<file path="config.mk">
export PLATFORM = sky130hd
export DESIGN_NAME = tcw_front_flat
export DESIGN_NICKNAME = d
export VERILOG_FILES = /design/src/hw/rtl/tcw_pkg.sv /design/src/hw/rtl/tcw_if.sv /design/src/hw/rtl/tcw_front.sv /design/src/flat_wrapper.sv
export SDC_FILE = /design/constraint.sdc
export NUM_CORES = 1
export LEC_CHECK = 0
export BUFFER_PORTS_ARGS = -buffer_cell sky130_fd_sc_hd__clkbuf_2
export CAP_MARGIN = 15
export CORE_UTILIZATION = 51
export CTS_CLUSTER_DIAMETER = 80
export DETAILED_ROUTE_END_ITERATION = 8
export PLACE_DENSITY = 0.88
export SYNTH_ARGS = -nofsm -noshare
export SYNTH_HDL_FRONTEND = slang
export SYNTH_SLANG_ARGS = --single-unit
</file>
<file path="constraint.sdc">
create_clock -name clk_i -period 5.5 [get_ports clk_i]
set_clock_uncertainty 0.1 [all_clocks]
set_input_delay 0.825 -clock clk_i [delete_from_list [all_inputs] [get_ports clk_i]]
set_output_delay 0.825 -clock clk_i [all_outputs]
set_load 0.05 [all_outputs]
</file>
<file path="src/hw/rtl/tcw_pkg.sv">
package tcw_pkg;

  localparam logic [1:0] KIND_PUT   = 2'd0;
  localparam logic [1:0] KIND_CLEAR = 2'd1;
  localparam logic [1:0] KIND_READ  = 2'd2;

  localparam logic [7:0] NEWLINE_CODE = 8'h0A;
  localparam logic [7:0] SPACE_CODE   = 8'h20;
  localparam logic [7:0] ATTR_RESET   = 8'h0F;

  typedef enum logic [2:0] {
    OP_GLYPH,
    OP_NEWLINE,
    OP_CLEAR,
    OP_READ,
    OP_NOP
  } op_e;

  typedef enum logic [1:0] {
    ST_SWEEP,
    ST_IDLE,
    ST_READ
  } state_e;

  typedef struct packed {
    op_e         op;
    logic [7:0]  char_code;
    logic [10:0] cell_address;
    logic        in_range;
  } cmd_t;

  typedef struct packed {
    logic pop;
    logic init_done;
  } bk_status_t;

endpackage

</file>
<file path="src/hw/rtl/tcw_if.sv">
interface tcw_in_if;
  logic        valid;
  logic        ready;
  logic [1:0]  kind;
  logic [7:0]  char_code;
  logic [10:0] cell_address;

  modport source (output valid, kind, char_code, cell_address, input ready);
  modport sink (input valid, kind, char_code, cell_address, output ready);
endinterface


</file>
<file path="src/hw/rtl/tcw_front.sv">
module tcw_front import tcw_pkg::*; #(
  parameter int COLUMNS = 80,
  parameter int ROWS    = 25
) (
  input  logic       clk_i,
  input  logic       rst_ni,
  tcw_in_if.sink     in_i,
  input  bk_status_t status_i,
  output logic       cmd_valid_o,
  output cmd_t       cmd_o
);

  localparam int CELL_COUNT = COLUMNS * ROWS;

  cmd_t       queue_q [2];
  logic       wr_ptr_q, wr_ptr_d;
  logic       rd_ptr_q, rd_ptr_d;
  logic [1:0] cnt_q, cnt_d;
  cmd_t       dec;
  logic       push;

  // Classify the incoming transaction
  always_comb begin
    dec.char_code    = in_i.char_code;
    dec.cell_address = in_i.cell_address;
    dec.in_range     = 32'(in_i.cell_address) < CELL_COUNT;
    unique case (in_i.kind)
      KIND_PUT:   dec.op = (in_i.char_code == NEWLINE_CODE) ? OP_NEWLINE : OP_GLYPH;
      KIND_CLEAR: dec.op = OP_CLEAR;
      KIND_READ:  dec.op = OP_READ;
      default:    dec.op = OP_NOP;
    endcase
  end

  assign in_i.ready  = status_i.init_done && (cnt_q != 2'd2);
  assign push        = in_i.valid && in_i.ready;
  assign cmd_valid_o = cnt_q != 2'd0;
  assign cmd_o       = queue_q[rd_ptr_q];

  always_comb begin
    wr_ptr_d = push ? ~wr_ptr_q : wr_ptr_q;
    rd_ptr_d = status_i.pop ? ~rd_ptr_q : rd_ptr_q;
    cnt_d    = cnt_q + 2'(push) - 2'(status_i.pop);
  end

  always_ff @(posedge clk_i or negedge rst_ni) begin
    if (!rst_ni) begin
      wr_ptr_q <= 1'b0;
      rd_ptr_q <= 1'b0;
      cnt_q    <= 2'd0;
    end else begin
      wr_ptr_q <= wr_ptr_d;
      rd_ptr_q <= rd_ptr_d;
      cnt_q    <= cnt_d;
    end
  end

  always_ff @(posedge clk_i) begin
    if (push) begin
      queue_q[wr_ptr_q] <= dec;
    end
  end

endmodule

</file>
<file path="src/flat_wrapper.sv">
// flat-port wrapper written by rule: the top's interface ports become plain ports
module tcw_front_flat import tcw_pkg::*;
#(
  parameter int COLUMNS = 80,
  parameter int ROWS    = 25
)
  (clk_i, rst_ni, status_i, cmd_valid_o, cmd_o, in_i_valid, in_i_kind, in_i_char_code, in_i_cell_address, in_i_ready);
  tcw_in_if in_i_i ();
  input  logic clk_i;
  input  logic rst_ni;
  input  bk_status_t status_i;
  output logic cmd_valid_o;
  output cmd_t cmd_o;
  input wire logic [$bits(in_i_i.valid)-1:0] in_i_valid;
  input wire logic [$bits(in_i_i.kind)-1:0] in_i_kind;
  input wire logic [$bits(in_i_i.char_code)-1:0] in_i_char_code;
  input wire logic [$bits(in_i_i.cell_address)-1:0] in_i_cell_address;
  output wire logic [$bits(in_i_i.ready)-1:0] in_i_ready;
  assign in_i_i.valid = in_i_valid;
  assign in_i_i.kind = in_i_kind;
  assign in_i_i.char_code = in_i_char_code;
  assign in_i_i.cell_address = in_i_cell_address;
  assign in_i_ready = in_i_i.ready;
  tcw_front #(.COLUMNS(COLUMNS), .ROWS(ROWS)) u_core (.clk_i(clk_i), .rst_ni(rst_ni), .in_i(in_i_i), .status_i(status_i), .cmd_valid_o(cmd_valid_o), .cmd_o(cmd_o));
endmodule
</file>
==> impl_metrics.ini <==
[routing]
drt_pass1_iterations = 4
ant_nets = 0
drtIter0Drc = 24
routed_wl_mm = 3.23
wire_per_inst_um = 15.7
drt-vias-per-instance = 5.21
drc = 0
vias = 1074

[yosys]
synth_area_um2 = 2050
syn_avg_cell_area_um2 = 20.3
async_reset_ff_frac = 0.0800
synth.top_cell.area_share = 0.674
synthCells = 101
synth_common_cells = edfxtp_1, mux2_4, inv_1
postSynthNetCount = 131
synthTopCellsByArea = edfxtp_1, mux2_4, dfrtp_1, ha_1, mux2_2
synth.distinct_cells = 19
synth-seq-area-share = 0.722
synth_edf_count = 46
synth_warnings = 0
synth.most_common_cell = edfxtp_1
ys_ff_latch = 50
synth_largest_area_cell = edfxtp_1
synth_ff_type = edfxtp_1

[timing]
fin_crit_sh = 0.543
worst_slew_pin_slew_ns = 1.02
slew_violations = 0
period_needed_ns = 2.99
hold_slack_ns = 0.226
hold_viol = 0
tns_ns = 0
fmax_mhz = 335
rsz0062_at_grt = false
report.final.setup_viol = 0
slew_headroom = 0.322

[clock_network]
cts_buffers = 5
cts_resized = 0
tritoncts = done
clock_path_buffers = 2
htreeDepth = 2
holdBufCountCts = 0
cts.sinks = 50
clkLatencyLatePin_ns = 0.29
cts-root-buf = clkbuf_8
post_cts_buffers = 0
clkTransAtPathRegs_ns = 0.08

[placement]
hpwl_mm = 2.37
port-buffer-count = 50
gp_congestion = 0.678

[floorplan]
die_y_um = 65.4
core_region_area_um2 = 3770
die_area_um2 = 4280
row_count = 22
start_util = 0.544
die_w_um = 65.4
ios = 51

[pwr]
internal-power_w = 0.000753
p_leak_nw = 1.00
seq_power_share = 0.415
clkPwrFrac = 0.156
powerDensity_nw_per_um2 = 519
swShare = 0.402
p_comb_frac = 0.429
total_power_w = 0.00126
switchingPower_w = 0.000506
irDropWorstVdd_v = 0.000380

[global_route]
grt_overflow = 0
grt_use_total = 0.169
grt_pass1_wl_mm = 5.04
grt_max_degree = 24
grt_pass1_vias = 1097
antenna_found_initial = 0

[status]
status = complete, no violations

[job]
drv_cap = 0

[worst_setup_path]
crit_path_cell_trace = buf_4 -> mux2_2 -> clkbuf_2
worstPathRequired_ns = 4.58
cp_top_family = flip-flops
end_kind = output port
cpMaxStageDelayCell = dfrtp_1
slowest_delay_ns = 0.78
crit_fanout = 13
critical_path_class = reg -> out
cp.arrival_ns = 2.06
path_buf_inv = 2
crit_path_start_kind = flop
r2r_slack_ns = 3.54

[min_path]
hold_class = in -> async

[finish]
area.sequential_um2 = 1480
fillers = 284
nets = 187
n_antenna_cell = 0
syn_to_final_growth_pct = 18.4
multi_input_area_um2 = 498
drive_gt1_frac = 0.519
## metrics by stage
stage / cell area [um^2] / utilization / cells / setup WS (ns)
after floorplan: 2050 / - / 101 / 2.62
after global placement: 2320 / 0.615 / 197 / 2.90
after detailed placement: 2320 / 0.615 / 197 / 2.82
after CTS: 2400 / 0.636 / 205 / 2.49
after global routing: 2430 / 0.644 / 206 / 2.44
final: 2430 / 0.644 / 206 / 2.51
## state kept, by name (all words and copies together), names as in the netlist
register,flops
u_core.cnt_q,2
u_core.wr_ptr_q,1
u_core.queue_q,46
u_core.rd_ptr_q,1
## final timing paths
kind	startpoint	endpoint	cells past startpoint
max	u_core.rd_ptr_q$_DFFE_PN0P_	cmd_o[1]	3
max in group asynchronous	rst_ni	u_core.wr_ptr_q$_DFFE_PN0N_	1
min reg2reg	u_core.wr_ptr_q$_DFFE_PN0N_	u_core.wr_ptr_q$_DFFE_PN0N_	1
max reg2reg	u_core.cnt_q[0]$_DFF_PN0_	u_core.queue_q[1][7]$_DFFE_PP_	3
min in group clk_i	u_core.wr_ptr_q$_DFFE_PN0N_	u_core.wr_ptr_q$_DFFE_PN0N_	1
min	rst_ni	u_core.rd_ptr_q$_DFFE_PN0P_	1
## per-layer routing
metal | vias to the layer above | wire (um) | part of all wire | global-route usage
li1 | 495 | - | - | -
met1 | 526 | 1240 | 0.38 | 0.179
met2 | 44 | 1710 | 0.53 | 0.302
met3 | 9 | 216 | 0.067 | 0.0642
met4 | 0 | 68 | 0.021 | 0.0652
met5 | - | 0 | 0 | 0
## logic make-up after synthesis
family | count (synthesis) | synth area share
flops | 50 | 0.722
mux | 23 | 0.161
buf+inv | 9 | 0.0360
simple gates | 7 | 0.0226
compound gates | 4 | 0.0165
xor+xnor | 4 | 0.0171
fa+ha+maj | 4 | 0.0244
## power groups by stage
stage / Sequential (W) / Clock, W / Combinational [W]
6_report: 0.000522 / 0.000197 / 0.000540
5_1_grt: 0.000529 / 0.000214 / 0.000566
4_1_cts: 0.000524 / 0.000201 / 0.000538
3_5_place_dp: 0.000533 / 0 / 0.000537
3_3_place_gp: 0.000526 / 0 / 0.000522
2_1_floorplan: 0.000503 / 0 / 0.000492
## worst reg2reg max path, stage by stage, from the launching register on
cell and delay, ns:
dfrtp_1 0.37, inv_1 0.07, a21boi_1 0.18, and3_1 0.86
## area by class of cell
type | count | share of cell area
multi-input combinational | 42 | 0.205
timing repair buffer | 52 | 0.118
clock buffer | 8 | 0.0330
sequential | 50 | 0.610
tap | 48 | 0.0247
inverter | 6 | 0.00928
## placed cells by master, fill, tap and decap left out
master | synthesis | layout
mux2_2 | 4 | 4
ha_1 | 4 | 4
inv_1 | 6 | 6
clkbuf_2 | 0 | 50
o2111ai_1 | 1 | 1
clkbuf_1 | 0 | 3
buf_4 | 0 | 1
o211ai_2 | 1 | 1
nand4b_1 | 1 | 1
dfrtp_1 | 4 | 4
nand2_1 | 1 | 1
and3_1 | 2 | 2
buf_16 | 0 | 1
xnor2_1 | 3 | 3
nor2_2 | 0 | 1
a21boi_1 | 1 | 1
mux2_4 | 19 | 19
o21ai_0 | 1 | 1
xor2_1 | 1 | 1
nor4b_1 | 2 | 2
clkbuf_8 | 0 | 5
edfxtp_1 | 46 | 46
(Power assumes the default switching activity.)
